$ cat config.mk
export PLATFORM = sky130hd
export DESIGN_NAME = cau_div_setup
export DESIGN_NICKNAME = d
export VERILOG_FILES = /design/src/cau_pkg.sv /design/src/cau_div_setup.sv
export SDC_FILE = /design/constraint.sdc
export NUM_CORES = 1
export LEC_CHECK = 0
export BUFFER_PORTS_ARGS = -buffer_cell sky130_fd_sc_hd__buf_2
export CORE_AREA = 2 2 246 248
export DETAILED_ROUTE_END_ITERATION = 12
export DIE_AREA = 0 0 248 250
export GPL_ROUTABILITY_DRIVEN = 0
export PLACE_DENSITY = 0.57
export RECOVER_POWER = 50
export SLEW_MARGIN = 20
export SYNTH_ARGS = -nofsm -noshare
export SYNTH_HDL_FRONTEND = slang
export SYNTH_SLANG_ARGS = --single-unit
$ cat constraint.sdc
create_clock -name clock -period 4.7 [get_ports clock]
set_input_delay 0.94 -clock clock [delete_from_list [all_inputs] [get_ports clock]]
set_output_delay 0.94 -clock clock [all_outputs]
set_load 0.03 [all_outputs]
$ cat src/cau_pkg.sv
// Shared types, codes and a helper function for the complex arithmetic unit.
package cau_pkg;

   localparam int FRAC_BITS = 16;
   localparam int DATA_W    = 32;
   localparam int PROD_W    = 2 * DATA_W;
   localparam int SUM_W     = PROD_W + 1;
   localparam int QUOT_W    = 32;
   localparam int REM_W     = PROD_W + FRAC_BITS + QUOT_W;
   localparam int STEP_W    = $clog2(QUOT_W);

   localparam logic [1:0] OP_ADD = 2'd0;
   localparam logic [1:0] OP_SUB = 2'd1;
   localparam logic [1:0] OP_MUL = 2'd2;
   localparam logic [1:0] OP_DIV = 2'd3;

   localparam logic [1:0] ST_OK      = 2'd0;
   localparam logic [1:0] ST_DIVZERO = 2'd1;
   localparam logic [1:0] ST_SAT     = 2'd2;

   typedef struct packed {
      logic [1:0]        op;
      logic [DATA_W-1:0] a_re;
      logic [DATA_W-1:0] a_im;
      logic [DATA_W-1:0] b_re;
      logic [DATA_W-1:0] b_im;
   } operand_type;

   typedef struct packed {
      logic [1:0]        op;
      logic [PROD_W-1:0] p_rr;
      logic [PROD_W-1:0] p_ii;
      logic [PROD_W-1:0] p_ir;
      logic [PROD_W-1:0] p_ri;
      logic [PROD_W-1:0] p_br2;
      logic [PROD_W-1:0] p_bi2;
      logic [DATA_W:0]   s_re;
      logic [DATA_W:0]   s_im;
   } prod_type;

   typedef struct packed {
      logic [1:0]        op;
      logic              neg_re;
      logic              neg_im;
      logic [PROD_W-1:0] mag_re;
      logic [PROD_W-1:0] mag_im;
      logic [PROD_W-1:0] den;
   } mag_type;

   typedef struct packed {
      logic [1:0]        op;
      logic              dz;
      logic              neg_re;
      logic              neg_im;
      logic              big_re;
      logic              big_im;
      logic [REM_W-1:0]  rem_re;
      logic [REM_W-1:0]  rem_im;
      logic [PROD_W-1:0] den;
      logic [QUOT_W-1:0] q_re;
      logic [QUOT_W-1:0] q_im;
      logic [DATA_W-1:0] res_re;
      logic [DATA_W-1:0] res_im;
      logic              sat;
   } div_type;

   typedef struct packed {
      logic [DATA_W-1:0] res_re;
      logic [DATA_W-1:0] res_im;
      logic [1:0]        status;
   } result_type;

   typedef struct packed {
      logic              sat;
      logic [DATA_W-1:0] value;
   } clamp_type;

   localparam logic [SUM_W-1:0] POS_MAX = SUM_W'({1'b0, {(DATA_W-1){1'b1}}});
   localparam logic [SUM_W-1:0] NEG_MAX = SUM_W'({1'b1, {(DATA_W-1){1'b0}}});
   localparam logic [SUM_W-1:0] BIG_MAG = SUM_W'({2'b01, {(DATA_W-1){1'b0}}, 1'b1});

   function automatic clamp_type clamp32(input logic neg, input logic [SUM_W-1:0] mag);
      clamp_type c;
      c.sat = 1'b0;
      if (neg) begin
         if (mag > NEG_MAX) begin
            c.sat   = 1'b1;
            c.value = NEG_MAX[DATA_W-1:0];
         end else begin
            c.value = DATA_W'(-mag[DATA_W-1:0]);
         end
      end else begin
         if (mag > POS_MAX) begin
            c.sat   = 1'b1;
            c.value = POS_MAX[DATA_W-1:0];
         end else begin
            c.value = mag[DATA_W-1:0];
         end
      end
      return c;
   endfunction

endpackage

$ cat src/cau_div_setup.sv
// Divider setup stage: overflow test, zero-divisor test and non-divide results.
module cau_div_setup (
   input  logic              clock,
   input  logic              reset,
   input  logic              en,
   input  logic              in_valid,
   input  cau_pkg::mag_type  in_data,
   output logic              out_valid,
   output cau_pkg::div_type  out_data
);

   logic              valid_ff;
   cau_pkg::div_type  div_ff, div_in;
   cau_pkg::clamp_type c_re, c_im;
   logic [cau_pkg::SUM_W-1:0] m_re, m_im;
   logic [cau_pkg::REM_W-1:0] lim;

   always_comb begin
      if (in_data.op == cau_pkg::OP_MUL) begin
         m_re = cau_pkg::SUM_W'(in_data.mag_re >> cau_pkg::FRAC_BITS);
         m_im = cau_pkg::SUM_W'(in_data.mag_im >> cau_pkg::FRAC_BITS);
      end else begin
         m_re = cau_pkg::SUM_W'(in_data.mag_re);
         m_im = cau_pkg::SUM_W'(in_data.mag_im);
      end
      c_re = cau_pkg::clamp32(in_data.neg_re, m_re);
      c_im = cau_pkg::clamp32(in_data.neg_im, m_im);
      lim  = cau_pkg::REM_W'(in_data.den) << cau_pkg::QUOT_W;

      div_in.op     = in_data.op;
      div_in.dz     = (in_data.den == '0);
      div_in.neg_re = in_data.neg_re;
      div_in.neg_im = in_data.neg_im;
      div_in.rem_re = cau_pkg::REM_W'(in_data.mag_re) << cau_pkg::FRAC_BITS;
      div_in.rem_im = cau_pkg::REM_W'(in_data.mag_im) << cau_pkg::FRAC_BITS;
      div_in.big_re = (div_in.rem_re >= lim);
      div_in.big_im = (div_in.rem_im >= lim);
      div_in.den    = in_data.den;
      div_in.q_re   = '0;
      div_in.q_im   = '0;
      div_in.res_re = c_re.value;
      div_in.res_im = c_im.value;
      div_in.sat    = c_re.sat | c_im.sat;
   end

   always_ff @(posedge clock) begin
      if (reset) begin
         valid_ff <= 1'b0;
      end else if (en) begin
         valid_ff <= in_valid;
      end
   end

   always_ff @(posedge clock) begin
      if (en) begin
         div_ff <= div_in;
      end
   end

   assign out_valid = valid_ff;
   assign out_data  = div_ff;

endmodule

==> metrics.cfg, run 1 <==
[sta]
final.setup.worst_slack_ns=0.8112
finalHoldViolations=0
final_worst_path_cycle_share=0.8274
timing.fmax_ghz=0.2572
setup_viol=0
timing_worst_slew_pin_value_ns=3.291
slew_viols_final=145
unrepaired_setup_endpoints_after_global_routing=no
fin_skew_ns=0
timing.setup.tns_ns=0
slew_headroom=-1.194
final.hold.worst_slack_ns=0.5208
finalCriticalPeriod_ns=3.889

[clocking]
hold_buf_count_cts=0
clock_tree.root_cell=clkbuf_16
htree_levels=1
clock_tree.buffer_depth=3
cts_setup_buffers=0
tritoncts=done
cts_buffer_count=29
cts_sinks=265
worst_setup_hold_path_clk_slew_ns=0.07
post_cts_resize_count=0
clkLatencyLatePin_ns=0.57

[synth]
ys_seq_elements=265
yosys.cell_count.top_type=edfxtp_1
post_synth_most_frequent_cells=264 x edfxtp_1, 161 x buf_4, 98 x ha_1
dominantRegCellSynth=edfxtp_1
synthDistinctLibCells=68
synthesis.area_um2=15180
mean_syn_cell_area_um2=11.67
async_reset_ff_frac=0
netlist_top_cells_area=edfxtp_1 52%, ha_1 8.1%, buf_4 8.0%, mux2i_1 5.7%, a21oi_1 2.5%
synthDominantCellAreaShare=0.5221
post_synth_inst_count=1301
post_synth_edffs=264
yosysWarnings=0
synth_area_leader_cell=edfxtp_1
ys_seq_area_frac=0.5234

[finish]
seq_area_um2=7948
final_layout_fill_cell_count=6200
finish.instance_area_um2=18630
multiInputGateArea_um2=6275
nets=2079
final_util=0.3127
area_delta_synth_final_pct=22.70
finalNonFillerCells=2586
post_route_cells_drive_above_1_share=0.2030

[global_route]
grt_max_degree=112
first_global_vias=11679
overflow=0
global_route.usage.total=0.1824
antenna_found_initial=7
grt_first_pass_wirelength_um=81830

[die]
die_height_um=250
effective_utilization_at_floorplan=0.2549
die_width_um=248
die_area_um2=62000
rows=90
io_pins=625
core-area_um2=59570

[run_status]
run_status=finished, violations left
violations=max-capacitance violations, max-slew violations

[critical_path]
worst-path-buf-inv=2
crit_path_max_incr_delay_ns=0.69
critPathCaptureType=flip-flop
crit_cells=9
worstSetupStartpoint=in_data[195]
critical-path-slowest-cell=or4_1
cp_common_cell=a21oi_1
critical_path.cell_chain=clkbuf_1 > nor2b_4 > mux2i_1 > or4_4 > or4_1 > o31ai_4 > buf_4 > a21oi_1 > a21oi_1
criticalPathCategory=primary input to flip-flop
setup.worst_path.start_class=primary input
crit_required_ns=5.11
setup.worst_path.end=out_data[20]$_DFFE_PP_
ff2ff_setup_slack_ns=4.03
r2r-end=out_valid$_SDFFE_PP0P_
r2r_start=out_valid$_SDFFE_PP0P_
crit_family=simple AND/OR/NAND/NOR gates
cp_max_fo=24
data_arrival_time_at_the_worst_slack_endpoint_ns=4.30
worst_r2r_path_depth=2

[drt]
via_count=12321
first_pass_iters=5
routed_wire_length_per_instance_um=22.97
drc=0
wirelength_um=59400
final_antenna_net_count=0
initialDrtViolationCount=1005
via_per_inst=4.765

[power]
leakage_power_nw=7.810
vdd.ir_drop.worst_mv=0.2581
post-layout-total-power_mw=6.604
pwr_density_cell_nw_per_um2=354.5

[place]
io_buffers=464
placed_cell_area_um2=17960
dpl.hpwl_um=47140
dp_cells=2532
place_ws_ns=0.4180

[min_path]
min-delay-path-class=primary input to flip-flop

[flow_run]
max_cap_violations=2

## sequential cells by signal, indices dropped and copies added (netlist names)
signal and count:
out_data 264, out_valid 1
## area by class of cell
| type | instances | share of cell area |
|---|---|---|
| diodes | 1 | 0.0001343 |
| clock buffers | 30 | 0.03915 |
| clock inverters | 23 | 0.01068 |
| inverters | 57 | 0.01148 |
| multi-input cells | 942 | 0.3368 |
| flip-flops and latches | 265 | 0.4266 |
| well taps | 782 | 0.05252 |
| repair buffers | 486 | 0.1226 |
## metal layers
layer  GRT usage  part of all wire
met1      0.2286              0.39
met2      0.3041              0.48
met3     0.04570              0.10
met4     0.06056             0.030
met5           0           0.00072
## layout by cell type, fill, tap and decap left out, types with 7 or more instances in the layout
cell,n
nor3_1,25
a211oi_1,9
buf_2,273
clkbuf_16,29
a31oi_1,7
a21oi_1,77
conb_1,160
edfxtp_1,264
nand4_1,26
xnor2_1,17
or3_1,14
nand3_1,29
o21ai_0,25
ha_1,98
inv_1,56
nand2_1,78
nor2b_1,8
o31ai_1,10
mux2i_1,87
nor2_1,82
clkinv_2,8
clkbuf_1,195
a21o_1,31
a221oi_1,16
xor2_1,10
buf_4,14
nor4_1,35
o211ai_1,12
## worst register-to-register path: cells and delay by family (launching register included)
family           cells  cell delay [ns]
DFF                  1             0.33
and+or+nand+nor      1             0.20
muxes                1             0.07
## worst min path at each step
stage,from,to,slack [ns],cells past startpoint
detailed placement,out_valid$_SDFFE_PP0P_,out_valid$_SDFFE_PP0P_,0.53,2
CTS,reset,out_valid$_SDFFE_PP0P_,0.49,2
floorplan,out_valid$_SDFFE_PP0P_,out_valid$_SDFFE_PP0P_,0.63,2
finish,reset,out_valid$_SDFFE_PP0P_,0.52,2
global placement,out_valid$_SDFFE_PP0P_,out_valid$_SDFFE_PP0P_,0.47,2
global route,reset,out_valid$_SDFFE_PP0P_,0.51,2
## power by group
| group | internal (mW) | total (mW) | switching, mW | leakage (nW) |
|---|---|---|---|---|
| combinational | 0.347 | 1.47 | 1.12 | 4.76 |
| clock | 1.25 | 2.27 | 1.01 | 0.460 |
| sequential | 2.82 | 2.87 | 0.0563 | 2.59 |
## logic make-up (layout without fill, tap and decap cells)
family | count (synthesis) | after routing | synth area share
multiplexers | 93 | 93 | 0.06205
AND/OR/NAND/NOR | 344 | 344 | 0.1158
XOR/XNOR | 27 | 27 | 0.01557
flip-flops | 265 | 265 | 0.5234
adder cells (fa/ha/maj) | 98 | 98 | 0.08076
other | 1 | 161 | 0.0002470
AO/OA/AOI/OAI | 220 | 220 | 0.09823
buffers and inverters | 253 | 596 | 0.1039
No activity file was read; power rests on OpenSTA's default activity.
==> run 2, diff against run 1 <==
--- a/config.mk
+++ b/config.mk
@@ -5,12 +5,13 @@
 export SDC_FILE = /design/constraint.sdc
 export NUM_CORES = 1
 export LEC_CHECK = 0
+export ABC_AREA = 1
 export BUFFER_PORTS_ARGS = -buffer_cell sky130_fd_sc_hd__buf_2
-export CORE_AREA = 2 2 246 248
+export CORE_AREA = 2 2 244 246
 export DETAILED_ROUTE_END_ITERATION = 12
-export DIE_AREA = 0 0 248 250
+export DIE_AREA = 0 0 246 248
 export GPL_ROUTABILITY_DRIVEN = 0
-export PLACE_DENSITY = 0.57
+export PLACE_DENSITY = 0.6
 export RECOVER_POWER = 50
 export SLEW_MARGIN = 20
 export SYNTH_ARGS = -nofsm -noshare
==> constraint.sdc (replaced) <==
create_clock -name clock -period 3.3 [get_ports clock]
set_input_delay 0.66 -clock clock [delete_from_list [all_inputs] [get_ports clock]]
set_output_delay 0.66 -clock clock [all_outputs]
set_load 0.03 [all_outputs]
==> run 2 against run 1 <==
The flow still finishes with violations (max-capacitance violations, max-slew violations). Final cell count increased by 23%. Via count increased by 17%. Utilization increased by 2.8 points. Highest routed layer unchanged. Combinational power increased by 48%.
==> metrics.cfg, run 2 <==
[synth]
mean_syn_cell_area_um2=8.737  ; was 11.67 um2
yosysWarnings=0  ; unchanged
ys_seq_area_frac=0.4787  ; was 0.5234
post_synth_inst_count=1900  ; was 1301
synthDominantCellAreaShare=0.4775  ; was 0.5221
dominantRegCellSynth=edfxtp_1  ; unchanged
post_synth_most_frequent_cells=489 x nand2_1, 264 x edfxtp_1, 199 x inv_1  ; was 264 x edfxtp_1, 161 x buf_4, 98 x ha_1
synth_area_leader_cell=edfxtp_1  ; unchanged
async_reset_ff_frac=0  ; unchanged
netlist_top_cells_area=edfxtp_1 48%, nand2_1 11%, ha_1 7.4%, buf_4 7.3%, inv_1 4.5%  ; was edfxtp_1 52%, ha_1 8.1%, buf_4 8.0%, mux2i_1 5.7%, a21oi_1 2.5%
yosys.cell_count.top_type=nand2_1  ; was edfxtp_1
ys_seq_elements=265  ; unchanged
synthesis.area_um2=16600  ; was 15180 um2
synthDistinctLibCells=40  ; was 68
post_synth_edffs=264  ; unchanged

[place]
place_ws_ns=-0.04902  ; was 0.4180 ns
placed_cell_area_um2=19250  ; was 17960 um2
io_buffers=464  ; unchanged
dpl.hpwl_um=49430  ; was 47140 um

[run_status]
run_status=finished, violations left  ; unchanged
violations=max-capacitance violations, max-slew violations  ; unchanged

[min_path]
min-delay-path-class=primary input to flip-flop  ; unchanged

[global_route]
overflow=0  ; unchanged
grt_max_degree=71  ; was 112
grt_first_pass_wirelength_um=85200  ; was 81830 um
first_global_vias=13125  ; was 11679
antenna_found_initial=2  ; was 7
global_route.usage.total=0.1893  ; was 0.1824

[sta]
setup_viol=0  ; unchanged
timing.fmax_ghz=0.3412
slew_viols_final=70  ; was 145
final_worst_path_cycle_share=0.8882
slew_headroom=-0.3402  ; was -1.194
finalCriticalPeriod_ns=2.931
fin_skew_ns=0  ; unchanged
final.setup.worst_slack_ns=0.3691  ; was 0.8112 ns
timing_worst_slew_pin_value_ns=2.010  ; was 3.291 ns
unrepaired_setup_endpoints_after_global_routing=no  ; unchanged
final.hold.worst_slack_ns=0.2307  ; was 0.5208 ns
finalHoldViolations=0  ; unchanged

[clocking]
htree_levels=1  ; unchanged
hold_buf_count_cts=0  ; unchanged
post_cts_resize_count=0  ; unchanged
tritoncts=done  ; unchanged
clock_tree.root_cell=clkbuf_16  ; unchanged
cts_buffer_count=30  ; was 29
worst_setup_hold_path_clk_slew_ns=0.06  ; was 0.07 ns
clkLatencyLatePin_ns=0.58  ; was 0.57 ns
cts_setup_buffers=0  ; unchanged
cts_sinks=265  ; unchanged
clock_tree.buffer_depth=3  ; unchanged

[finish]
area_delta_synth_final_pct=20.05  ; was 22.70%
finish.instance_area_um2=19930  ; was 18630 um2
layout.cells.most_common_list=489 x nand2_1, 280 x buf_2, 264 x edfxtp_1, 199 x inv_1  ; was 273 x buf_2, 264 x edfxtp_1, 195 x clkbuf_1, 160 x conb_1, 98 x ha_1
nets=2676  ; was 2079
largest_reg_flops=264  ; unchanged
mostFrequentLayoutCell=nand2_1  ; was buf_2
post_route_cells_drive_above_1_share=0.1703  ; was 0.2030

[critical_path]
criticalPathCategory=primary input to flip-flop  ; unchanged
critPathCaptureType=flip-flop  ; unchanged
worst-path-buf-inv=2  ; unchanged
setup.worst_path.start_class=primary input  ; unchanged
crit_path_max_incr_delay_ns=1.38  ; was 0.69 ns
data_arrival_time_at_the_worst_slack_endpoint_ns=3.15  ; was 4.30 ns
critical_path.cell_chain=clkbuf_2 > clkbuf_4  ; was clkbuf_1 > nor2b_4 > mux2i_1 > or4_4 > or4_1 > o31ai_4 > buf_4 > a21oi_1 > a21oi_1
crit_required_ns=3.52  ; was 5.11 ns
critical-path-slowest-cell=clkbuf_2  ; was or4_1
crit_family=buffers and inverters  ; was simple AND/OR/NAND/NOR gates
cp_max_fo=70  ; was 24

[power]
post-layout-total-power_mw=9.589  ; was 6.604 mW
pwr_density_cell_nw_per_um2=481.2  ; was 354.5 nW/um2
comb_power_share=0.228  ; was 0.222
power_internal_mw=6.344  ; was 4.414 mW
power.sequential.fraction=0.425  ; was 0.435
vdd.ir_drop.worst_mv=0.3230  ; was 0.2581 mV
switching_power_mw=3.245  ; was 2.190 mW
leakage_power_nw=8.951  ; was 7.810 nW
clock_power_share=0.347  ; was 0.343
switching_share=0.3384  ; was 0.3316

[die]
die_height_um=248  ; was 250 um
rows=89  ; was 90
effective_utilization_at_floorplan=0.2840  ; was 0.2549
die_area_um2=61010  ; was 62000 um2
die_width_um=246  ; was 248 um
core-area_um2=58460  ; was 59570 um2
io_pins=625  ; unchanged

[drt]
wirelength_um=60530  ; was 59400 um
via_per_inst=4.520  ; was 4.765
first_pass_iters=6  ; was 5
final_antenna_net_count=0  ; unchanged
via_count=14357  ; was 12321
routed_wire_length_per_instance_um=19.06  ; was 22.97 um
initialDrtViolationCount=1015  ; was 1005
drc=0  ; unchanged

[flow_run]
max_cap_violations=1  ; was 2

## run 2: cell count changes after synthesis, sizes merged, moves of 17 or more
cell,before,now
inv,56,200
mux2i,87,1
o21ai,26,80
a21oi,77,59
nor4,35,18
nand2,78,517
xnor2,17,0
a221oi,20,0
a21o,31,0
nand3,29,147
nor2,83,214
## run 2: path summary, 6_finish.rpt
path                          start  cells past startpoint                       to  slack [ns]
min reg2reg  out_valid$_SDFFE_PP0P_                      2   out_valid$_SDFFE_PP0P_        0.50
max                              en                      2  out_data[213]$_DFFE_PP_        0.37
max reg2reg  out_valid$_SDFFE_PP0P_                      2   out_valid$_SDFFE_PP0P_        2.70
min                           reset                      2   out_valid$_SDFFE_PP0P_        0.23
## run 2: power by group through the flow
stage / Clock [mW] / Sequential (mW) / Combinational [mW]
6_report: 3.33 / 4.07 / 2.18
5_1_grt: 3.58 / 4.10 / 2.37
4_1_cts: 3.42 / 4.07 / 2.24
3_5_place_dp: 0 / 4.14 / 2.23
3_3_place_gp: 0 / 4.14 / 2.23
2_1_floorplan: 0 / 4.69 / 0.999
## run 2: through the flow
step / instances / setup TNS (ns) / util
3_5_place_dp: 3119 / -0.04902 / 0.3293
4_1_cts: 3175 / 0 / 0.3459
2_1_floorplan: 2059 / 0 / -
5_1_grt: 3176 / 0 / 0.3409
3_3_place_gp: 3119 / 0 / 0.3293
6_report: 3176 / 0 / 0.3409
## run 2: layout make-up
class	instances	area (um2)
inverter	200	753.2
clock inverter	21	200.2
antenna	1	2.502
timing repair buffer	493	2307
clock buffer	35	769.5
tap	773	967.2
multi-input combinational	1388	6982
sequential	265	7948
fill	6287	38530
## run 2: cells by family (layout without fill, tap and decap cells)
| logic type | after synthesis | count (layout) | synth area share |
|---|---|---|---|
| other cells | 1 | 161 | 0.0002259 |
| buf+inv | 406 | 749 | 0.1366 |
| xor+xnor | 24 | 24 | 0.01266 |
| mux | 1 | 1 | 0.0006030 |
| simple gates | 960 | 960 | 0.2518 |
| compound gates | 145 | 145 | 0.04545 |
| flops | 265 | 265 | 0.4787 |
| fa+ha+maj | 98 | 98 | 0.07386 |
## run 2: routing by layer
metal	global-route usage	wire, um
met4	0.04421	1129
met2	0.3420	30570
met5	0	13
met1	0.2359	24400
met3	0.02909	4411
